===== config.mk =====
export PLATFORM = sky130hd
export DESIGN_NAME = tiny_cpu_instruction_execute
export DESIGN_NICKNAME = d
export VERILOG_FILES = /design/src/sv/tce_pkg.sv /design/src/sv/tce_ram.sv /design/src/sv/tce_regfile.sv /design/src/sv/tce_exec.sv /design/src/sv/tiny_cpu_instruction_execute.sv
export VERILOG_INCLUDE_DIRS = /design/src /design/src/sv
export SDC_FILE = /design/constraint.sdc
export NUM_CORES = 1
export LEC_CHECK = 0
export ABC_AREA = 1
export BUFFER_PORTS_ARGS = -buffer_cell sky130_fd_sc_hd__buf_4
export CELL_PAD_IN_SITES_DETAIL_PLACEMENT = 0
export CELL_PAD_IN_SITES_GLOBAL_PLACEMENT = 1
export CORE_MARGIN = 2
export CORE_UTILIZATION = 44
export CTS_CLUSTER_SIZE = 14
export DETAILED_ROUTE_END_ITERATION = 12
export PLACE_DENSITY_LB_ADDON = 0.1
export SYNTH_ARGS = -nofsm -noshare
export SYNTH_HDL_FRONTEND = slang
export SYNTH_SLANG_ARGS = --single-unit

===== constraint.sdc =====
create_clock -name clk -period 4.2 [get_ports clk]
set_input_delay 0.42 -clock clk [delete_from_list [all_inputs] [get_ports clk]]
set_output_delay 0.42 -clock clk [all_outputs]
set_load 0.01 [all_outputs]

===== src/sv/tiny_cpu_instruction_execute_assert.svh =====
// ----------------------------------------------------------------------------
// tiny cpu assertion macros
// clocked assertion helpers used by the execute unit top file
// ----------------------------------------------------------------------------
`ifndef TINY_CPU_INSTRUCTION_EXECUTE_ASSERT_SVH
`define TINY_CPU_INSTRUCTION_EXECUTE_ASSERT_SVH

// property checked on every rising edge, skipped while reset is high
`define TCE_ASSERT(lbl, clk_sig, rst_sig, prop_expr, msg) \
  lbl: assert property (@(posedge clk_sig) disable iff (rst_sig) prop_expr) \
    else $error(msg);

// property checked on every rising edge, reset included
`define TCE_ASSERT_ALWAYS(lbl, clk_sig, prop_expr, msg) \
  lbl: assert property (@(posedge clk_sig) prop_expr) else $error(msg);

`endif


===== src/sv/tce_pkg.sv =====
// ----------------------------------------------------------------------------
// tce_pkg
// opcodes, constants and shared types of the tiny cpu execute unit
// ----------------------------------------------------------------------------
`timescale 1ns / 1ps

package tce_pkg;

  localparam int NUM_REGS_DEF = 16;
  localparam int WORD_W       = 16;
  localparam int IDX_W        = 4;

  typedef logic [WORD_W-1:0] word_t;
  typedef logic [IDX_W-1:0]  ridx_t;

  typedef enum logic [3:0] {
    OP_ADD = 4'h0,
    OP_CMP = 4'h5,
    OP_CPY = 4'h6,
    OP_OUT = 4'h7,
    OP_LDV = 4'hA,
    OP_JMP = 4'hE
  } opcode_t;

  localparam ridx_t REG_PC    = 4'h0;
  localparam ridx_t REG_FLAGS = 4'h1;

  // jump mode held in field a
  localparam ridx_t JMP_IF_CLEAR = 4'h0;
  localparam ridx_t JMP_IF_SET   = 4'h1;

  localparam word_t PC_STEP   = 16'h0002;
  localparam word_t FLAG_GT   = 16'h0001;
  localparam word_t FLAG_EQ   = 16'h0002;
  localparam word_t FLAG_LT   = 16'h0004;
  localparam word_t FLAG_MASK = 16'h0007;

  // outcome of one instruction
  typedef struct packed {
    word_t pc_next;
    word_t flags_next;
    logic  halted_next;
    logic  ram_we;
    ridx_t ram_widx;
    word_t ram_wdata;
    word_t print_value;
    logic  print_valid;
  } exec_res_t;

endpackage


===== src/sv/tce_ram.sv =====
// ----------------------------------------------------------------------------
// tce_ram
// generic ram, one write port and two registered read ports
// ----------------------------------------------------------------------------
`timescale 1ns / 1ps

module tce_ram #(
  parameter int Width = 16,
  parameter int Depth = 16
) (
  input  logic                     clk,
  input  logic                     we,
  input  logic [$clog2(Depth)-1:0] waddr,
  input  logic [Width-1:0]         wdata,
  input  logic                     re,
  input  logic [$clog2(Depth)-1:0] raddr_a,
  input  logic [$clog2(Depth)-1:0] raddr_b,
  output logic [Width-1:0]         rdata_a,
  output logic [Width-1:0]         rdata_b
);

  logic [Width-1:0] mem [Depth];

  always_ff @(posedge clk) begin
    if (we) begin
      mem[waddr] <= wdata;
    end
    if (re) begin
      rdata_a <= mem[raddr_a];
      rdata_b <= mem[raddr_b];
    end
  end

endmodule


===== src/sv/tce_regfile.sv =====
// ----------------------------------------------------------------------------
// tce_regfile
// general registers on a ram with entry valid bits and write bypass
// ----------------------------------------------------------------------------
`timescale 1ns / 1ps

module tce_regfile #(
  parameter int NumRegs = tce_pkg::NUM_REGS_DEF
) (
  input  logic          clk,
  input  logic          rst,
  input  logic          re,
  input  tce_pkg::ridx_t ridx_a,
  input  tce_pkg::ridx_t ridx_b,
  input  logic          we,
  input  tce_pkg::ridx_t widx,
  input  tce_pkg::word_t wdata,
  output tce_pkg::word_t rdata_a,
  output tce_pkg::word_t rdata_b
);

  import tce_pkg::*;

  localparam int AW = $clog2(NumRegs);

  logic [NumRegs-1:0] valid;
  logic               we_ok;
  logic               a_ok;
  logic               b_ok;
  logic               a_live;
  logic               b_live;
  logic               byp_a;
  logic               byp_b;
  word_t              byp_data;
  word_t              ram_a;
  word_t              ram_b;

  assign we_ok = we && (int'(widx) < NumRegs);

  tce_ram #(
    .Width (WORD_W),
    .Depth (NumRegs)
  ) u_ram (
    .clk     (clk),
    .we      (we_ok),
    .waddr   (widx[AW-1:0]),
    .wdata   (wdata),
    .re      (re),
    .raddr_a (ridx_a[AW-1:0]),
    .raddr_b (ridx_b[AW-1:0]),
    .rdata_a (ram_a),
    .rdata_b (ram_b)
  );

  always_ff @(posedge clk) begin
    if (rst) begin
      valid <= '0;
    end else if (we_ok) begin
      valid[widx[AW-1:0]] <= 1'b1;
    end
  end

  // side info registered alongside the ram read
  always_ff @(posedge clk) begin
    if (re) begin
      a_ok     <= int'(ridx_a) < NumRegs;
      b_ok     <= int'(ridx_b) < NumRegs;
      a_live   <= valid[ridx_a[AW-1:0]];
      b_live   <= valid[ridx_b[AW-1:0]];
      byp_a    <= we_ok && (widx == ridx_a);
      byp_b    <= we_ok && (widx == ridx_b);
      byp_data <= wdata;
    end
  end

  always_comb begin
    rdata_a = '0;
    rdata_b = '0;
    if (a_ok) begin
      if (byp_a) begin
        rdata_a = byp_data;
      end else if (a_live) begin
        rdata_a = ram_a;
      end
    end
    if (b_ok) begin
      if (byp_b) begin
        rdata_b = byp_data;
      end else if (b_live) begin
        rdata_b = ram_b;
      end
    end
  end

endmodule


===== src/sv/tce_exec.sv =====
// ----------------------------------------------------------------------------
// tce_exec
// decode and execute of one instruction against pc, flags and operands
// ----------------------------------------------------------------------------
`timescale 1ns / 1ps

module tce_exec (
  input  tce_pkg::word_t    instr,
  input  tce_pkg::word_t    operand,
  input  tce_pkg::word_t    pc,
  input  tce_pkg::word_t    flags,
  input  logic              halted_flag,
  input  tce_pkg::word_t    gpr_a,
  input  tce_pkg::word_t    gpr_b,
  output tce_pkg::exec_res_t res
);

  import tce_pkg::*;

  opcode_t op;
  ridx_t   fa;
  ridx_t   fb;
  ridx_t   fc;
  word_t   pc_adv;
  word_t   flags_rd;
  word_t   va;
  word_t   vb;
  word_t   cmp_bits;
  logic    flag_bit;
  logic    take_jump;
  logic    wr_en;
  ridx_t   wr_idx;
  word_t   wr_data;

  assign op = opcode_t'(instr[15:12]);
  assign fa = instr[11:8];
  assign fb = instr[7:4];
  assign fc = instr[3:0];

  assign pc_adv   = pc + PC_STEP;
  // compare sees the flags with its own bits already cleared
  assign flags_rd = (op == OP_CMP) ? (flags & ~FLAG_MASK) : flags;

  assign va = (fa == REG_PC) ? pc_adv : (fa == REG_FLAGS) ? flags_rd : gpr_a;
  assign vb = (fb == REG_PC) ? pc_adv : (fb == REG_FLAGS) ? flags_rd : gpr_b;

  assign cmp_bits = (va > vb) ? FLAG_GT : (va == vb) ? FLAG_EQ : FLAG_LT;
  assign flag_bit = flags[fb];

  always_comb begin
    take_jump = 1'b1;
    if (fa == JMP_IF_CLEAR) begin
      take_jump = !flag_bit;
    end else if (fa == JMP_IF_SET) begin
      take_jump = flag_bit;
    end
  end

  always_comb begin
    res             = '0;
    res.pc_next     = pc_adv;
    res.flags_next  = flags;
    res.halted_next = halted_flag;
    wr_en           = 1'b0;
    wr_idx          = fc;
    wr_data         = '0;

    unique case (op)
      OP_ADD: begin
        wr_en   = 1'b1;
        wr_idx  = fc;
        wr_data = va + vb;
      end
      OP_CMP: begin
        res.flags_next = flags_rd | cmp_bits;
      end
      OP_CPY: begin
        wr_en   = 1'b1;
        wr_idx  = fb;
        wr_data = va;
      end
      OP_OUT: begin
        res.print_value = va;
        res.print_valid = 1'b1;
      end
      OP_LDV: begin
        wr_en   = 1'b1;
        wr_idx  = fa;
        wr_data = operand;
      end
      OP_JMP: begin
        if (take_jump) begin
          res.pc_next = operand;
        end
      end
      default: begin
        res.halted_next = 1'b1;
      end
    endcase

    // register writes land after the pc advance
    if (wr_en) begin
      if (wr_idx == REG_PC) begin
        res.pc_next = wr_data;
      end else if (wr_idx == REG_FLAGS) begin
        res.flags_next = wr_data;
      end else begin
        res.ram_we = 1'b1;
      end
    end
    res.ram_widx  = wr_idx;
    res.ram_wdata = wr_data;

    // halted: instruction ignored, nothing changes
    if (halted_flag) begin
      res             = '0;
      res.pc_next     = pc;
      res.flags_next  = flags;
      res.halted_next = 1'b1;
    end
  end

endmodule


===== src/sv/tiny_cpu_instruction_execute.sv =====
// ----------------------------------------------------------------------------
// tiny_cpu_instruction_execute
// two-word instruction executor on a sixteen-entry register file
// ----------------------------------------------------------------------------
// Takes one instruction per clock while the output is not stalled and
// returns one result per instruction. The input register holds the
// instruction while the general registers are read from a two-port ram,
// and the result is then loaded into the output register and offered there.
// Pc, flags and the halt bit live in flops;
// the ram has valid bits so entries never written read as zero, and a write
// from the instruction ahead is bypassed into the read. The input side only
// stalls while the output register is full and its transfer is stalled.
`timescale 1ns / 1ps

module tiny_cpu_instruction_execute #(
  parameter int NumRegs = tce_pkg::NUM_REGS_DEF
) (
  input  logic           clk,
  input  logic           rst,
  input  logic           in_valid,
  output logic           in_stall,
  input  tce_pkg::word_t instruction_word,
  input  tce_pkg::word_t operand_word,
  output logic           out_valid,
  input  logic           out_stall,
  output tce_pkg::word_t next_pc,
  output tce_pkg::word_t print_value,
  output logic           print_valid,
  output logic           halted
);

  import tce_pkg::*;

  logic      s1_v;
  word_t     s1_instr;
  word_t     s1_operand;
  word_t     pc;
  word_t     flags;
  logic      halted_flag;
  logic      in_xfer;
  logic      exec_fire;
  word_t     gpr_a;
  word_t     gpr_b;
  exec_res_t res;

  assign exec_fire = s1_v && (!out_valid || !out_stall);
  assign in_stall  = s1_v && !exec_fire;
  assign in_xfer   = in_valid && !in_stall;

  tce_regfile #(
    .NumRegs (NumRegs)
  ) u_regfile (
    .clk     (clk),
    .rst     (rst),
    .re      (in_xfer),
    .ridx_a  (instruction_word[11:8]),
    .ridx_b  (instruction_word[7:4]),
    .we      (exec_fire && res.ram_we),
    .widx    (res.ram_widx),
    .wdata   (res.ram_wdata),
    .rdata_a (gpr_a),
    .rdata_b (gpr_b)
  );

  tce_exec u_exec (
    .instr       (s1_instr),
    .operand     (s1_operand),
    .pc          (pc),
    .flags       (flags),
    .halted_flag (halted_flag),
    .gpr_a       (gpr_a),
    .gpr_b       (gpr_b),
    .res         (res)
  );

  always_ff @(posedge clk) begin
    if (rst) begin
      s1_v <= 1'b0;
    end else if (in_xfer) begin
      s1_v <= 1'b1;
    end else if (exec_fire) begin
      s1_v <= 1'b0;
    end
  end

  always_ff @(posedge clk) begin
    if (in_xfer) begin
      s1_instr   <= instruction_word;
      s1_operand <= operand_word;
    end
  end

  always_ff @(posedge clk) begin
    if (rst) begin
      pc          <= '0;
      flags       <= '0;
      halted_flag <= 1'b0;
      out_valid   <= 1'b0;
    end else begin
      if (exec_fire) begin
        pc          <= res.pc_next;
        flags       <= res.flags_next;
        halted_flag <= res.halted_next;
        out_valid   <= 1'b1;
      end else if (!out_stall) begin
        out_valid <= 1'b0;
      end
    end
  end

  always_ff @(posedge clk) begin
    if (exec_fire) begin
      next_pc     <= res.pc_next;
      print_value <= res.print_value;
      print_valid <= res.print_valid;
      halted      <= res.halted_next;
    end
  end

  `include "tiny_cpu_instruction_execute_assert.svh"

  `TCE_ASSERT(a_halt_sticky, clk, rst, halted_flag |=> halted_flag, "halt bit cleared")
  `TCE_ASSERT(a_halt_pc_hold, clk, rst, halted_flag |=> $stable(pc), "pc moved while halted")
  `TCE_ASSERT(a_cmp_onehot, clk, rst, (exec_fire && !halted_flag && (s1_instr[15:12] == OP_CMP)) |=> $onehot(flags[2:0]), "compare flags not one-hot")
  `TCE_ASSERT(a_print_not_halted, clk, rst, (out_valid && print_valid) |-> !halted, "print on halted result")
  `TCE_ASSERT_ALWAYS(a_stall_needs_item, clk, in_stall |-> s1_v, "input stalled with empty stage")

endmodule


==> metrics.txt <==
status complete, no violations; first-pass GRT wire length 111000 um; hpwl dp 48100 um; Post-CTS Setup Inserts 0; initial antenna violation count 0; post-synthesis sequential area ratio 0.559; CTS Root Buffer Type clkbuf_16; Worst Tran Pin Value 1.24 ns; Data arrival, critical path 4.29 ns; All-Layer GR Usage 0.292; DRC violation count after routing 0; Worst-Skew Late Latency 0.60 ns; Fillers 4568; Design Area, Final 25400 um^2; Final Max Slew Viols 0; Vias/cell 5.77; RSZ-0062 raised after global routing no; pin count of the biggest net entering global routing 112; setup TNS 0 ns; WHS 0.0254 ns; TritonRoute pass-1 iters 6; crit path cell chain ha_1 -> nand4_1 -> nor2_2 -> nand3_2 -> nor2_2 -> nand2_1 -> and2_1 -> inv_1 -> nand2_1 -> o21ai_0 -> inv_1 -> ha_1 -> nand2_1 -> inv_1 -> nand2_1 -> o21ai_0 -> a21oi_1 -> nand3_1 -> nand3_1 -> a21oi_1 -> buf_4; post-route minimum period 3.88 ns; ys flop type edfxtp_1; ys async rst share 0; Via Count 18500; die area 51600 um^2; slowest CP cell ha_1; clock buffer depth 3; Distinct cells, synth 59; Die Wd 227 um; Rows 81; most area-consuming cells after synthesis edfxtp_1 (51%), o21ai_0 (11%), dfxtp_1 (4.7%); Leak 9.73 nW; cell count after synthesis 2375; RePlAce Congestion 1.01; Avg Synthesized Cell Area 9.23 um^2; Min-Delay Path Class input port to flop; required time of the critical path 4.62 ns; DRT iter0 DRCs 1734; Synth Register Bits 425; Peak Freq 0.258 GHz; area of the multi-input gates 8290 um^2; GR Overflow Total 0; pwr dens 403 nW/um^2; Clock Pin Slew Worst Setup and Hold Paths 0.06 ns; sequential cell area 12300 um^2; Fin. Hold Viols 0; Die Ht 227 um; Largest stage delay, worst path 0.44 ns; crit-path most repeated cell nand2_1; VDD IR max 0.000290 V; warnings from Yosys 0; TritonCTS clock tree done; fin crit share 0.923; Clock Skews 0.0257 ns; Sink Count 425; vias in the first global route 17900; Starting Density 0.447; total CTS buffers 48; Layout area overhead 15.8%; Total Power 10.2 mW; Post-Route WL 74900 um; mean routed wirelength per cell 23.4 um; Port Buffers 71; placed instance area 23600 um^2; max-cap violation count 0; layout cell share with drive strength beyond 1 0.124; Crit Path Class flop to flop; # diodes 0; CP Capture Type flop; final setup vio count 0; core outline area 49100 um^2; fin nets 2566; antenna viol nets, final 0; Critical Path Fanout Max 17; area share of the largest cell type after synthesis 0.512; # IOs 72; Post-synth EDFFs 374; Mapped Area 21900 um^2; H-tree depth 2; area leader, netlist edfxtp_1; Slew headroom 0.173; CP startpoint kind flop
## routing by layer
metal / vias up / track usage / wire length (um)
met4: 0 / 0.155 / 4110
met1: 8878 / 0.367 / 30200
li1: 8659 / - / -
met2: 733 / 0.493 / 35900
met5: - / 0 / 0
met3: 196 / 0.0368 / 4650
## cells by family (layout without fill, tap and decap cells)
logic type,count (synthesis),in the layout,share of synthesized area
AOI/OAI and AO/OA,864,864,0.220
adders and majority gates,33,33,0.0192
xor gates and xnor gates,15,15,0.00599
and+or+nand+nor,638,638,0.125
DFF,425,425,0.559
buffers and inverters,399,528,0.0709
other,1,32,0.000171
## layout make-up
class | count | share of cell area
Timing Repair Buffer | 185 | 0.0586
Multi-Input combinational cell | 1582 | 0.326
Inverter | 255 | 0.0380
Sequential cell | 425 | 0.483
Tap cell | 664 | 0.0327
Clock buffer | 69 | 0.0532
Clock inverter | 19 | 0.00848
## power by group
part	internal (mW)	total [mW]	switching (mW)	leakage, nW
clock network	2.43	4.16	1.73	0.763
logic	0.397	1.28	0.884	5.01
registers	4.73	4.80	0.0705	3.96
## cells in the final DEF (no fill, tap or decap), drive strengths merged, types with 2 or more instances in the layout
cell type / n
xor2: 14
o31ai: 2
nor3: 11
nor2: 254
or2: 4
inv: 242
a221oi: 3
bufinv: 3
clkinv: 27
o21ai: 493
nand2: 254
dfxtp: 51
buf: 163
ha: 32
nand3: 103
o221ai: 59
clkbuf: 69
a21o: 5
nand4: 8
o211ai: 31
a31oi: 10
nand3b: 2
a21oi: 202
edfxtp: 374
o21bai: 2
clkinvlp: 2
o22ai: 31
a22o: 2
conb: 32
a22oi: 15
dlygate4sd3: 22
## stage by stage
stage / util / setup WS, ns / std cells
floorplan: - / 0.616 / 2406
global placement: 0.481 / 0.316 / 3089
detailed placement: 0.481 / 0.288 / 3089
CTS: 0.517 / 0.225 / 3199
global route: 0.518 / 0.00523 / 3199
finish: 0.518 / 0.323 / 3199
## synthesized netlist by cell type (11+ instances only)
master,instances
nor2_1,243
ha_1,32
dfxtp_1,51
nand3_1,94
edfxtp_1,374
o22ai_1,31
o211ai_1,27
o221ai_1,59
o21ai_0,486
clkbuf_1,121
inv_1,232
inv_2,11
nand2_1,240
a22oi_1,14
nand2_2,11
xor2_1,14
a21oi_1,200
## registers in the layout (all words and copies together) (netlist names), 3 cells and up, named ones only
register	flops
flags	3
u_regfile.u_ram.rdata_b	16
print_value	16
u_regfile.u_ram.rdata_a	16
u_regfile.u_ram.mem	256
next_pc	16
pc	16
s1_instr	16
u_regfile.valid	16
u_regfile.byp_data	16
s1_operand	16
## critical path, delay by kind of cell, from the launching register on
kind                       cells  cell delay (ns)
buffers and inverters          4             0.50
adders and majority gates      2             0.67
DFF                            1             0.38
AOI/OAI and AO/OA              4             0.65
and+or+nand+nor               11             1.49
## worst paths after layout
check | startpoint | to | depth (start not counted) | slack (ns)
worst max-delay path | pc[2]$_SDFFE_PP0P_ | u_regfile.u_ram.mem[3][13]$_DFFE_PP_ | 21 | 0.32
worst max register to register | pc[2]$_SDFFE_PP0P_ | u_regfile.u_ram.mem[3][13]$_DFFE_PP_ | 21 | 0.32
worst min register to register | u_regfile.valid[0]$_SDFFE_PP0P_ | u_regfile.valid[0]$_SDFFE_PP0P_ | 2 | 0.44
worst min-delay path | operand_word[7] | s1_operand[7]$_DFFE_PP_ | 1 | 0.03
## timing repair
item,4_1_cts,5_1_grt
hold endpoints to repair,22,0
hold buffers,22,0
gates resized for setup,0,4
setup endpoints to repair,0,54
Note: power is estimated with default switching activity, not from simulation.
